**config.mk**
```make
export PLATFORM = sky130hd
export DESIGN_NAME = thermal_frame_statistics
export DESIGN_NICKNAME = d
export VERILOG_FILES = /design/src/design/tfs_pkg.sv /design/src/design/tfs_div.sv /design/src/design/tfs_ctrl.sv /design/src/design/tfs_datapath.sv /design/src/design/thermal_frame_statistics.sv
export SDC_FILE = /design/constraint.sdc
export NUM_CORES = 2
export LEC_CHECK = 0
export BUFFER_PORTS_ARGS = -buffer_cell sky130_fd_sc_hd__buf_2
export CELL_PAD_IN_SITES_DETAIL_PLACEMENT = 1
export CELL_PAD_IN_SITES_GLOBAL_PLACEMENT = 2
export CORE_MARGIN = 2
export CORE_UTILIZATION = 40
export CTS_CLUSTER_SIZE = 14
export DETAILED_ROUTE_END_ITERATION = 8
export GPL_TIMING_DRIVEN = 0
export HOLD_SLACK_MARGIN = 0.1
export PLACE_DENSITY = 0.87
export SLEW_MARGIN = 20
export SYNTH_ARGS = -nofsm -noshare
export SYNTH_HDL_FRONTEND = slang
export SYNTH_SLANG_ARGS = --single-unit
```
**constraint.sdc**
```tcl
create_clock -name clock -period 8.55 [get_ports clock]
set_input_delay 1.71 -clock clock [delete_from_list [all_inputs] [get_ports clock]]
set_output_delay 1.71 -clock clock [all_outputs]
set_load 0.01 [all_outputs]
```
**src/design/tfs_pkg.sv**
```systemverilog
// Shared types, constants and helper functions for the thermal frame statistics block.
`timescale 1ns / 1ps
package tfs_pkg;

   localparam int CoordW = 17;

   localparam logic [1:0] ST_FRAME = 2'd0;
   localparam logic [1:0] ST_DONE  = 2'd1;
   localparam logic [1:0] ST_SHORT = 2'd2;
   localparam logic [1:0] ST_BAD   = 2'd3;

   localparam logic [2:0] REG_FRAME_WIDTH    = 3'd0;
   localparam logic [2:0] REG_FRAME_HEIGHT   = 3'd1;
   localparam logic [2:0] REG_SAMPLE_BYTES   = 3'd2;
   localparam logic [2:0] REG_INV_SCALE      = 3'd3;
   localparam logic [2:0] REG_OFFSET_CELSIUS = 3'd4;
   localparam logic [2:0] REG_REGION_ORIGIN  = 3'd5;
   localparam logic [2:0] REG_REGION_SIZE    = 3'd6;

   localparam logic [3:0] BYTES_COUNT = 4'd2;
   localparam logic [3:0] BYTES_FLOAT = 4'd4;

   typedef struct packed {
      logic [31:0] raw_sample;
      logic        end_of_data;
   } req_type;

   typedef struct packed {
      logic signed [31:0] pixel_temp;
      logic [1:0]         status;
      logic signed [31:0] frame_max;
      logic [9:0]         max_col;
      logic [9:0]         max_row;
      logic signed [31:0] frame_min;
      logic [9:0]         min_col;
      logic [9:0]         min_row;
      logic signed [31:0] mean_temp;
      logic signed [31:0] region_max;
      logic signed [31:0] region_min;
      logic signed [31:0] region_mean;
   } rsp_type;

   typedef struct packed {
      logic load;
      logic temp_wr;
      logic stat_wr;
      logic div_start;
      logic div_region;
      logic mean_wr;
      logic clear;
   } cmd_type;

   typedef struct packed {
      logic bad;
      logic last;
      logic eod;
      logic roi_ok;
      logic div_done;
   } sts_type;

   function automatic logic signed [31:0] sat32(input logic signed [63:0] v);
      logic signed [31:0] r;
      if (v > 64'sd2147483647) begin
         r = 32'sh7FFFFFFF;
      end else if (v < -64'sd2147483648) begin
         r = 32'sh80000000;
      end else begin
         r = v[31:0];
      end
      return r;
   endfunction

   function automatic logic signed [31:0] float_to_q8(input logic [31:0] bits);
      logic               neg;
      logic [7:0]         e;
      logic [23:0]        m;
      logic signed [9:0]  sh;
      logic [30:0]        v;
      logic signed [31:0] r;
      neg = bits[31];
      e = bits[30:23];
      m = {1'b0, bits[22:0]};
      v = '0;
      if (e == 8'hFF) begin
         if (m != '0) begin
            r = '0;
         end else begin
            r = neg ? 32'sh80000000 : 32'sh7FFFFFFF;
         end
      end else begin
         if (e == 8'd0) begin
            e = 8'd1;
         end else begin
            m[23] = 1'b1;
         end
         sh = signed'({2'b00, e}) - 10'sd142;
         if (sh >= 10'sd8) begin
            r = neg ? 32'sh80000000 : 32'sh7FFFFFFF;
         end else begin
            if (sh >= 10'sd0) begin
               v = 31'(m) << sh[2:0];
            end else if (sh <= -10'sd24) begin
               v = '0;
            end else begin
               v = 31'(m >> 5'(-sh));
            end
            r = neg ? -signed'({1'b0, v}) : signed'({1'b0, v});
         end
      end
      return r;
   endfunction

endpackage

```
**src/design/tfs_div.sv**
```systemverilog
// Iterative restoring divider for the frame and region means, one quotient bit per cycle.
`timescale 1ns / 1ps
module tfs_div #(
   parameter int DW = 53
) (
   input  logic                 clock,
   input  logic                 reset,
   input  logic                 start,
   input  logic signed [DW-1:0] dividend,
   input  logic [31:0]          divisor,
   output logic                 done,
   output logic signed [31:0]   quotient
);
   localparam int CntW = $clog2(DW + 1);

   logic [DW-1:0]   a_ff, a_in;
   logic [31:0]     r_ff, r_in;
   logic [31:0]     d_ff, d_in;
   logic            neg_ff, neg_in;
   logic [CntW-1:0] cnt_ff, cnt_in;
   logic            busy_ff, busy_in;
   logic            done_ff, done_in;
   logic [32:0]     trial;

   always_comb begin
      a_in = a_ff;
      r_in = r_ff;
      d_in = d_ff;
      neg_in = neg_ff;
      cnt_in = cnt_ff;
      busy_in = busy_ff;
      done_in = 1'b0;
      trial = {r_ff, a_ff[DW-1]};
      if (start) begin
         neg_in = dividend[DW-1];
         a_in = dividend[DW-1] ? DW'(-dividend) : DW'(dividend);
         r_in = '0;
         d_in = divisor;
         cnt_in = CntW'(DW);
         busy_in = 1'b1;
      end else if (busy_ff) begin
         if (trial >= {1'b0, d_ff}) begin
            r_in = 32'(trial - {1'b0, d_ff});
            a_in = {a_ff[DW-2:0], 1'b1};
         end else begin
            r_in = trial[31:0];
            a_in = {a_ff[DW-2:0], 1'b0};
         end
         cnt_in = cnt_ff - CntW'(1);
         if (cnt_ff == CntW'(1)) begin
            busy_in = 1'b0;
            done_in = 1'b1;
         end
      end
   end

   always_ff @(posedge clock) begin
      if (reset) begin
         busy_ff <= 1'b0;
         done_ff <= 1'b0;
         cnt_ff <= '0;
      end else begin
         busy_ff <= busy_in;
         done_ff <= done_in;
         cnt_ff <= cnt_in;
      end
      a_ff <= a_in;
      r_ff <= r_in;
      d_ff <= d_in;
      neg_ff <= neg_in;
   end

   assign done = done_ff;
   assign quotient = neg_ff ? tfs_pkg::sat32(-64'(signed'({1'b0, a_ff})))
                            : tfs_pkg::sat32(64'(signed'({1'b0, a_ff})));
endmodule

```
**src/design/tfs_ctrl.sv**
```systemverilog
// Controller state machine sequencing conversion, statistics update, division and output.
`timescale 1ns / 1ps
module tfs_ctrl (
   input  logic             clock,
   input  logic             reset,
   input  logic             req_valid,
   output logic             req_stall,
   output logic             rsp_valid,
   input  logic             rsp_stall,
   input  tfs_pkg::sts_type sts,
   output tfs_pkg::cmd_type cmd
);
   localparam logic [3:0] S_IDLE = 4'd0;
   localparam logic [3:0] S_CONV = 4'd1;
   localparam logic [3:0] S_TEMP = 4'd2;
   localparam logic [3:0] S_STAT = 4'd3;
   localparam logic [3:0] S_FST  = 4'd4;
   localparam logic [3:0] S_DIVF = 4'd5;
   localparam logic [3:0] S_RST  = 4'd6;
   localparam logic [3:0] S_DIVR = 4'd7;
   localparam logic [3:0] S_OUT  = 4'd8;

   logic [3:0] state_ff, state_in;

   always_comb begin
      state_in = state_ff;
      cmd = '0;
      unique case (state_ff)
         S_IDLE: begin
            if (req_valid) begin
               cmd.load = 1'b1;
               state_in = S_CONV;
            end
         end
         S_CONV: state_in = S_TEMP;
         S_TEMP: begin
            cmd.temp_wr = 1'b1;
            state_in = S_STAT;
         end
         S_STAT: begin
            cmd.stat_wr = 1'b1;
            if (sts.bad || (!sts.last && sts.eod)) begin
               cmd.clear = 1'b1;
               state_in = S_OUT;
            end else if (sts.last) begin
               state_in = S_FST;
            end else begin
               state_in = S_OUT;
            end
         end
         S_FST: begin
            cmd.div_start = 1'b1;
            state_in = S_DIVF;
         end
         S_DIVF: begin
            if (sts.div_done) begin
               cmd.mean_wr = 1'b1;
               if (sts.roi_ok) begin
                  state_in = S_RST;
               end else begin
                  cmd.clear = 1'b1;
                  state_in = S_OUT;
               end
            end
         end
         S_RST: begin
            cmd.div_start = 1'b1;
            cmd.div_region = 1'b1;
            state_in = S_DIVR;
         end
         S_DIVR: begin
            cmd.div_region = 1'b1;
            if (sts.div_done) begin
               cmd.mean_wr = 1'b1;
               cmd.clear = 1'b1;
               state_in = S_OUT;
            end
         end
         S_OUT: begin
            if (!rsp_stall) begin
               state_in = S_IDLE;
            end
         end
         default: state_in = S_IDLE;
      endcase
   end

   always_ff @(posedge clock) begin
      if (reset) begin
         state_ff <= S_IDLE;
      end else begin
         state_ff <= state_in;
      end
   end

   assign req_stall = (state_ff != S_IDLE);
   assign rsp_valid = (state_ff == S_OUT);
endmodule

```
**src/design/tfs_datapath.sv**
```systemverilog
// Datapath: configuration registers, sample conversion, running statistics and result register.
`timescale 1ns / 1ps
module tfs_datapath #(
   parameter int MAX_WIDTH  = 1024,
   parameter int MAX_HEIGHT = 1024
) (
   input  logic             clock,
   input  logic             reset,
   input  logic             csr_wr,
   input  logic [2:0]       csr_index,
   input  logic [31:0]      csr_data,
   input  tfs_pkg::req_type req_data,
   input  tfs_pkg::cmd_type cmd,
   output tfs_pkg::sts_type sts,
   output tfs_pkg::rsp_type rsp_data
);
   localparam int ColW = $clog2(MAX_WIDTH);
   localparam int RowW = $clog2(MAX_HEIGHT);
   localparam int CntW = $clog2(MAX_WIDTH * MAX_HEIGHT) + 1;
   localparam int SumW = 32 + CntW;
   localparam int CW   = tfs_pkg::CoordW;

   logic [10:0]        fw_cfg_ff, fh_cfg_ff;
   logic [3:0]         bytes_ff;
   logic [31:0]        inv_ff;
   logic signed [31:0] offset_ff;
   logic [31:0]        origin_ff, size_ff;

   logic [31:0]        raw_ff;
   logic               eod_ff;
   logic signed [48:0] prod_ff;
   logic signed [31:0] flt_ff;
   logic signed [31:0] temp_ff, temp_in;

   logic [CntW-1:0]    count_ff;
   logic [ColW-1:0]    col_ff;
   logic [RowW-1:0]    row_ff;
   logic signed [31:0] max_ff, min_ff, rmax_ff, rmin_ff;
   logic [ColW-1:0]    max_col_ff, min_col_ff;
   logic [RowW-1:0]    max_row_ff, min_row_ff;
   logic signed [SumW-1:0] fsum_ff, rsum_ff;
   tfs_pkg::rsp_type   rsp_ff, rsp_in;

   logic [CW-1:0]      fw, fh, rx, ry, rw, rh, col_x, row_x;
   logic               bad, last, in_roi, roi_ok, upd_max, upd_min;
   logic               rupd_max, rupd_min;
   logic signed [48:0] adj;
   logic signed [49:0] scaled;
   logic signed [SumW-1:0] div_a;
   logic [31:0]        div_d;
   logic               div_done;
   logic signed [31:0] div_q;
   logic signed [15:0] cnt_s;
   logic signed [32:0] inv_s;

   always_ff @(posedge clock) begin
      if (reset) begin
         fw_cfg_ff <= 11'd384;
         fh_cfg_ff <= 11'd288;
         bytes_ff <= tfs_pkg::BYTES_COUNT;
         inv_ff <= 32'd65536;
         offset_ff <= -32'sd69926;
         origin_ff <= '0;
         size_ff <= '0;
      end else if (csr_wr) begin
         unique case (csr_index)
            tfs_pkg::REG_FRAME_WIDTH:    fw_cfg_ff <= csr_data[10:0];
            tfs_pkg::REG_FRAME_HEIGHT:   fh_cfg_ff <= csr_data[10:0];
            tfs_pkg::REG_SAMPLE_BYTES:   bytes_ff <= csr_data[3:0];
            tfs_pkg::REG_INV_SCALE:      inv_ff <= csr_data;
            tfs_pkg::REG_OFFSET_CELSIUS: offset_ff <= signed'(csr_data);
            tfs_pkg::REG_REGION_ORIGIN:  origin_ff <= csr_data;
            tfs_pkg::REG_REGION_SIZE:    size_ff <= csr_data;
            default: ;
         endcase
      end
   end

   always_comb begin
      if (fw_cfg_ff == '0) fw = CW'(1);
      else if (CW'(fw_cfg_ff) > CW'(MAX_WIDTH)) fw = CW'(MAX_WIDTH);
      else fw = CW'(fw_cfg_ff);
      if (fh_cfg_ff == '0) fh = CW'(1);
      else if (CW'(fh_cfg_ff) > CW'(MAX_HEIGHT)) fh = CW'(MAX_HEIGHT);
      else fh = CW'(fh_cfg_ff);
      rx = CW'(origin_ff[15:0]);
      ry = CW'(origin_ff[31:16]);
      rw = CW'(size_ff[15:0]);
      rh = CW'(size_ff[31:16]);
      col_x = CW'(col_ff);
      row_x = CW'(row_ff);
      bad = (bytes_ff != tfs_pkg::BYTES_COUNT) && (bytes_ff != tfs_pkg::BYTES_FLOAT);
      last = (col_x + CW'(1) >= fw) && (row_x + CW'(1) >= fh);
      roi_ok = (rw != '0) && (rh != '0) && (rx + rw <= fw) && (ry + rh <= fh);
      in_roi = (col_x >= rx) && (col_x < rx + rw) && (row_x >= ry) && (row_x < ry + rh);
      upd_max = temp_ff > max_ff;
      upd_min = temp_ff < min_ff;
      rupd_max = temp_ff > rmax_ff;
      rupd_min = temp_ff < rmin_ff;
   end

   assign cnt_s = signed'(raw_ff[15:0]);
   assign inv_s = signed'({1'b0, inv_ff});

   always_comb begin
      adj = prod_ff[48] ? prod_ff + 49'sd255 : prod_ff;
      scaled = 50'(adj >>> 8) + 50'(offset_ff);
      temp_in = (bytes_ff == tfs_pkg::BYTES_COUNT) ? tfs_pkg::sat32(64'(scaled)) : flt_ff;
   end

   always_ff @(posedge clock) begin
      if (cmd.load) begin
         raw_ff <= req_data.raw_sample;
         eod_ff <= req_data.end_of_data;
      end
      prod_ff <= cnt_s * inv_s;
      flt_ff <= tfs_pkg::float_to_q8(raw_ff);
      if (cmd.temp_wr) temp_ff <= temp_in;
   end

   always_ff @(posedge clock) begin
      if (reset || cmd.clear) begin
         count_ff <= '0;
         col_ff <= '0;
         row_ff <= '0;
         max_ff <= 32'sh80000000;
         min_ff <= 32'sh7FFFFFFF;
         rmax_ff <= 32'sh80000000;
         rmin_ff <= 32'sh7FFFFFFF;
         max_col_ff <= '0;
         max_row_ff <= '0;
         min_col_ff <= '0;
         min_row_ff <= '0;
         fsum_ff <= '0;
         rsum_ff <= '0;
      end else if (cmd.stat_wr && !bad) begin
         fsum_ff <= fsum_ff + SumW'(temp_ff);
         if (upd_max) begin
            max_ff <= temp_ff;
            max_col_ff <= col_ff;
            max_row_ff <= row_ff;
         end
         if (upd_min) begin
            min_ff <= temp_ff;
            min_col_ff <= col_ff;
            min_row_ff <= row_ff;
         end
         if (in_roi) begin
            rsum_ff <= rsum_ff + SumW'(temp_ff);
            if (rupd_max) rmax_ff <= temp_ff;
            if (rupd_min) rmin_ff <= temp_ff;
         end
         if (!last) begin
            count_ff <= count_ff + CntW'(1);
            if (col_x + CW'(1) >= fw) begin
               col_ff <= '0;
               row_ff <= row_ff + RowW'(1);
            end else begin
               col_ff <= col_ff + ColW'(1);
            end
         end
      end
   end

   always_comb begin
      rsp_in = rsp_ff;
      if (cmd.stat_wr) begin
         rsp_in = '0;
         if (bad) begin
            rsp_in.status = tfs_pkg::ST_BAD;
         end else begin
            rsp_in.pixel_temp = temp_ff;
            if (last) begin
               rsp_in.status = tfs_pkg::ST_DONE;
               rsp_in.frame_max = upd_max ? temp_ff : max_ff;
               rsp_in.max_col = 10'(upd_max ? col_ff : max_col_ff);
               rsp_in.max_row = 10'(upd_max ? row_ff : max_row_ff);
               rsp_in.frame_min = upd_min ? temp_ff : min_ff;
               rsp_in.min_col = 10'(upd_min ? col_ff : min_col_ff);
               rsp_in.min_row = 10'(upd_min ? row_ff : min_row_ff);
               if (roi_ok) begin
                  rsp_in.region_max = (in_roi && rupd_max) ? temp_ff : rmax_ff;
                  rsp_in.region_min = (in_roi && rupd_min) ? temp_ff : rmin_ff;
               end
            end else if (eod_ff) begin
               rsp_in.status = tfs_pkg::ST_SHORT;
            end else begin
               rsp_in.status = tfs_pkg::ST_FRAME;
            end
         end
      end else if (cmd.mean_wr) begin
         if (cmd.div_region) rsp_in.region_mean = div_q;
         else rsp_in.mean_temp = div_q;
      end
   end

   always_ff @(posedge clock) begin
      rsp_ff <= rsp_in;
   end

   assign div_a = cmd.div_region ? rsum_ff : fsum_ff;
   assign div_d = cmd.div_region ? size_ff[15:0] * size_ff[31:16]
                                 : 32'(count_ff + CntW'(1));

   tfs_div #(.DW(SumW)) u_div (
      .clock    (clock),
      .reset    (reset),
      .start    (cmd.div_start),
      .dividend (div_a),
      .divisor  (div_d),
      .done     (div_done),
      .quotient (div_q)
   );

   assign sts = '{bad: bad, last: last, eod: eod_ff, roi_ok: roi_ok, div_done: div_done};
   assign rsp_data = rsp_ff;
endmodule

```
**src/design/thermal_frame_statistics.sv**
```systemverilog
// Top level of the thermal frame statistics block: controller, datapath and checks.
// An ordinary pixel is loaded, converted and written to the temperature and statistics
// registers before its result is offered; the next input is taken only after that result
// has been accepted, one item at a time. The last pixel of a frame adds one divider pass
// for the frame mean and, with a valid region, a second pass for the region mean.
// Synchronous active-high reset restores register defaults and clears all frame statistics.
`timescale 1ns / 1ps
module thermal_frame_statistics #(
   parameter int MAX_WIDTH  = 1024,
   parameter int MAX_HEIGHT = 1024
) (
   input  logic             clock,
   input  logic             reset,
   input  logic             req_valid,
   output logic             req_stall,
   input  tfs_pkg::req_type req_data,
   output logic             rsp_valid,
   input  logic             rsp_stall,
   output tfs_pkg::rsp_type rsp_data,
   input  logic             csr_valid,
   output logic             csr_ready,
   input  logic [2:0]       csr_index,
   input  logic [31:0]      csr_data
);
   tfs_pkg::cmd_type cmd;
   tfs_pkg::sts_type sts;

   assign csr_ready = 1'b1;

   tfs_ctrl u_ctrl (
      .clock     (clock),
      .reset     (reset),
      .req_valid (req_valid),
      .req_stall (req_stall),
      .rsp_valid (rsp_valid),
      .rsp_stall (rsp_stall),
      .sts       (sts),
      .cmd       (cmd)
   );

   tfs_datapath #(.MAX_WIDTH(MAX_WIDTH), .MAX_HEIGHT(MAX_HEIGHT)) u_dp (
      .clock     (clock),
      .reset     (reset),
      .csr_wr    (csr_valid && csr_ready),
      .csr_index (csr_index),
      .csr_data  (csr_data),
      .req_data  (req_data),
      .cmd       (cmd),
      .sts       (sts),
      .rsp_data  (rsp_data)
   );

   a_no_take_while_holding: assert property (@(posedge clock) disable iff (reset)
      rsp_valid |-> req_stall) else $error("input taken while a result waits");

   a_no_instant_result: assert property (@(posedge clock) disable iff (reset)
      (req_valid && !req_stall) |=> !rsp_valid) else $error("result without processing");

   a_stats_zero_unless_done: assert property (@(posedge clock) disable iff (reset)
      (rsp_valid && rsp_data.status != tfs_pkg::ST_DONE) |->
      (rsp_data.frame_max == 0 && rsp_data.mean_temp == 0 && rsp_data.region_mean == 0))
      else $error("statistics set on a result that is not frame done");

   a_bad_zero_temp: assert property (@(posedge clock) disable iff (reset)
      (rsp_valid && rsp_data.status == tfs_pkg::ST_BAD) |-> rsp_data.pixel_temp == 0)
      else $error("bad sample size result carries a temperature");
endmodule

```
==> flow_metrics.tcl <==
set metrics [dict create \
    floorplan.initialDensity_pct 40.2 \
    grt_overflow_total 0 \
    worst_skew_pair.late_latency_ns 0.82 \
    critical_path.startpoint_type "flop" \
    place_worst_setup_slack_ns -1.23 \
    dpl.cell_count 13289 \
    met2_usage_pct 52.2 \
    finClkSkew_ns 0.0834 \
    slowest_delay_ns 0.74 \
    vias 76867 \
    violation_count_after_the_first_detailed_route_iteration 5353 \
    crit-reg2reg-launch "u_ctrl.state_ff[3]" \
    fillerInstances 25491 \
    cp_cell_sequence "and3b_1 > buf_4 > buf_1 > buf_2 > buf_1 > buf_1 > clkbuf_2 > buf_2 > mux2i_2 > ha_1 > nand2_1 > or4_1 > nand4b_1 > nor2_1 > o2111a_1 > nor2b_1 > nand2_1 > o21ai_0 > xnor2_1 > o21ai_0" \
    fin_ws_ns 0.250 \
    grt_util_met1_pct 39.3 \
    final_nets 11953 \
    power_density_nw_per_um2 169 \
    asyncSetResetFlopFracSynth_pct 0 \
    grtUsageTotal_pct 30.9 \
    totalWireLength_um 345000 \
    clock_sink_count 1011 \
    synth_top_cell_by_area "sky130_fd_sc_hd__dfxtp_1" \
    syn-cell-area_um2 86200 \
    gp_congestion 0.967 \
    synth-edff-count 353 \
    syn_avg_cell_area_um2 8.55 \
    worst_slew_margin_rel_pct 15.3 \
    fin_cells 13531 \
    layer_carrying_the_most_global_route_usage "met2" \
    synth-main-ff-cell "sky130_fd_sc_hd__dfxtp_1" \
    post_synthesis_cells 10087 \
    die_height_um 468 \
    detailed_placement_hpwl_um 277000 \
    setup.reg_to_reg.worst_slack_ns 0.25 \
    antenna_found_initial 33 \
    worst-path-max-fanout 10 \
    numCtsBuffers 120 \
    design.die.area_um2 219000 \
    report.final.hold_viol_count 0 \
    synth_top_area_share_pct 15.3 \
    coreArea_um2 214000 \
    timing_worst_slew_pin_value_ns 1.27 \
    finalCriticalPeriod_ns 8.30 \
    utilization_pct 44.9 \
    port_buffers 340 \
    first_pass_iters 5 \
    clock_tree.root_cell "sky130_fd_sc_hd__clkbuf_16" \
    post_drt_via_cell_ratio 5.68 \
    synthDistinctLibCells 107 \
    worst-endpoint-required_ns 9.08 \
    area_delta_synth_final_pct 11.7 \
    layout-drive-gt1-share_pct 7.40 \
    critical_path.endpoint "u_dp.u_div.a_ff[44]" \
    setup_viol_count_final 0 \
    sequential_to_total_area_share_from_yosys_stat_pct 27.6 \
    synth.net_count 11464 \
    power.ir.vdd_worst_mv 0.183 \
    yosysWarningCount 0 \
    first_global_vias 81039 \
    cts.path.max_buffers 3 \
    grt_max_degree 58 \
    drc 0 \
    num_io_pins 342 \
    number_of_placement_rows 170 \
    crit_top_cell "sky130_fd_sc_hd__buf_1" \
    max-cap-violations 0 \
    design_area_um2 96400 \
    slowest_stage_cell_on_the_critical_path "sky130_fd_sc_hd__or4_1" \
    power.static_leakage_uw 0.0431 \
    wl_per_cell_um 25.5 \
    max_clock_freq_mhz 120 \
    ff2ff_path_depth 20 \
    final.period_utilization_pct 97.1 \
    holdBufCountCts 0 \
    post_synth_main_area_contributors "sky130_fd_sc_hd__dfxtp_1 15%, sky130_fd_sc_hd__fa_1 14%, sky130_fd_sc_hd__edfxtp_1 12%" \
    met3_usage_pct 3.43 \
    rsz_0062_raised_after_global_routing "no" \
    worst_r2r_endpoint "u_dp.u_div.a_ff[44]" \
    clock_tree_from_tritoncts "yes" \
    timing.critical_path.arrival_ns 8.83 \
    worst_hold_path_type "flop to flop" \
    setup.worst_path.class "flop to flop" \
    die_x_um 468 \
    critical_path_end_type "flop" \
    final_antenna_net_count 0 \
    run_status "completed" \
    ctsHtreeMaxLevel 3 \
    wire_length_of_the_first_global_routing_pass_um 514000 \
    ys_ff_latch 1011 \
    slew_violations 0 \
    postPlaceCellArea_um2 91900 \
    cts.reportedPaths.clkPinSlew_ns 0.06 \
    worst_setup_path_startpoint "u_ctrl.state_ff[3]" \
]
## cells in the mapped netlist (129+ instances only)
cell type and n:
sky130_fd_sc_hd__xnor2_1 227, sky130_fd_sc_hd__and2_1 312, sky130_fd_sc_hd__nand2_1 1548, sky130_fd_sc_hd__a21o_1 227, sky130_fd_sc_hd__nor3_1 129, sky130_fd_sc_hd__nor2_1 764, sky130_fd_sc_hd__edfxtp_1 353, sky130_fd_sc_hd__xor2_1 169
sky130_fd_sc_hd__a21oi_1 674, sky130_fd_sc_hd__inv_1 986, sky130_fd_sc_hd__fa_1 618, sky130_fd_sc_hd__ha_1 686, sky130_fd_sc_hd__dfxtp_1 658, sky130_fd_sc_hd__clkbuf_1 460, sky130_fd_sc_hd__o21ai_0 413, sky130_fd_sc_hd__mux2i_1 368
sky130_fd_sc_hd__nand3_1 136
## state kept, by name, summed over array words and instances, names as in the netlist, 32 cells and up
| name | cells |
|---|---|
| u_dp.rsp_data | 266 |
| u_dp.fsum_ff | 53 |
| u_dp.rsum_ff | 53 |
| u_dp.u_div.a_ff | 53 |
| u_dp.prod_ff | 49 |
| u_dp.flt_ff | 32 |
| u_dp.inv_ff | 32 |
| u_dp.max_ff | 32 |
| u_dp.min_ff | 32 |
| u_dp.offset_ff | 32 |
| u_dp.origin_ff | 32 |
| u_dp.raw_ff | 32 |
| u_dp.rmax_ff | 32 |
| u_dp.rmin_ff | 32 |
| u_dp.size_ff | 32 |
| u_dp.temp_ff | 32 |
| u_dp.u_div.d_ff | 32 |
| u_dp.u_div.r_ff | 32 |
## report_power, final
| group | internal (µW) | total, µW | switching, µW | leakage (µW) |
|---|---|---|---|---|
| clock network | 3240 | 5560 | 2320 | 0.00204 |
| logic | 1870 | 5150 | 3280 | 0.0326 |
| registers | 5260 | 5600 | 342 | 0.00841 |
## worst min path at each step
stage	cells past startpoint	slack, ns	endpoint	startpoint
after CTS	2	0.46	u_dp.rsp_data[125]	u_dp.rsp_data[125]
after floorplan	2	0.44	u_dp.offset_ff[0]	u_dp.offset_ff[0]
after detailed placement	2	0.45	u_dp.rsp_data[125]	u_dp.rsp_data[125]
final	2	0.45	u_dp.rsp_data[125]	u_dp.rsp_data[125]
after global placement	2	0.44	u_dp.rsp_data[18]	u_dp.rsp_data[18]
after global routing	2	0.48	u_dp.rsp_data[114]	u_dp.rsp_data[114]
## logic make-up (layout without fill, tap and decap cells)
kind of cell | after synthesis | after routing | share of synthesized area, %
compound gates | 1996 | 1996 | 14.5
simple gates | 3429 | 3429 | 18.2
flops | 1011 | 1011 | 27.6
xor+xnor | 396 | 396 | 4.02
other cells | 1 | 13 | 0.00435
fa+ha+maj | 1304 | 1304 | 24.3
mux | 381 | 381 | 4.48
buf+inv | 1569 | 2163 | 6.98
## critical path, delay by kind of cell, from the launching register on
| kind | cells | cell delay (ns) |
|---|---|---|
| xor+xnor | 1 | 0.17 |
| compound gates | 3 | 0.63 |
| simple gates | 7 | 2.43 |
| mux | 1 | 0.64 |
| fa+ha+maj | 1 | 0.37 |
| buf+inv | 7 | 3.44 |
| flops | 1 | 0.31 |
## placed cells by master, fill, tap and decap left out, types with 136 or more instances in the layout
cell type / n
sky130_fd_sc_hd__nand2_1: 1547
sky130_fd_sc_hd__inv_1: 985
sky130_fd_sc_hd__nor2_1: 762
sky130_fd_sc_hd__ha_1: 686
sky130_fd_sc_hd__a21oi_1: 674
sky130_fd_sc_hd__dfxtp_1: 658
sky130_fd_sc_hd__fa_1: 618
sky130_fd_sc_hd__clkbuf_1: 443
sky130_fd_sc_hd__o21ai_0: 413
sky130_fd_sc_hd__buf_2: 387
sky130_fd_sc_hd__mux2i_1: 366
sky130_fd_sc_hd__edfxtp_1: 353
sky130_fd_sc_hd__and2_1: 312
sky130_fd_sc_hd__a21o_1: 227
sky130_fd_sc_hd__xnor2_1: 226
sky130_fd_sc_hd__xor2_1: 169
sky130_fd_sc_hd__nand3_1: 136
## timing repair
item,in CTS,in global routing
endpoints found under the hold margin,0,0
resized for setup,25,23
setup endpoints to repair,18,8
buffers inserted,10,2
## stage by stage
stage          hold slack (ns)  total power, µW  TNS, ns
4_1_cts                  0.456            16300        0
3_3_place_gp             0.444            10600  -702.59
6_report                 0.454            16300        0
2_1_floorplan            0.441             8970        0
5_1_grt                  0.481            17100        0
3_5_place_dp             0.448            10700    -9.47
## metal layers
metal  share of wire [%]  vias up  wire length [µm]
met4                 5.4       14             18700
met2                  47     2219            164000
met3                 4.8      658             16600
met5               0.028        -                95
li1                    -    35038                 -
met1                  42    38938            146000
## layout make-up
type	count	area (µm²)	share of cell area, %
inverter	991	3720	3.86
buffer	569	2330	2.41
tap	2838	3550	3.68
clock buffer	158	3360	3.49
clock inverter	69	885	0.918
multi-input combinational	7507	56600	58.7
sequential	1011	23800	24.7
timing repair buffer	376	2150	2.23
antenna	12	30.0	0.0312
(Power assumes the default switching activity.)
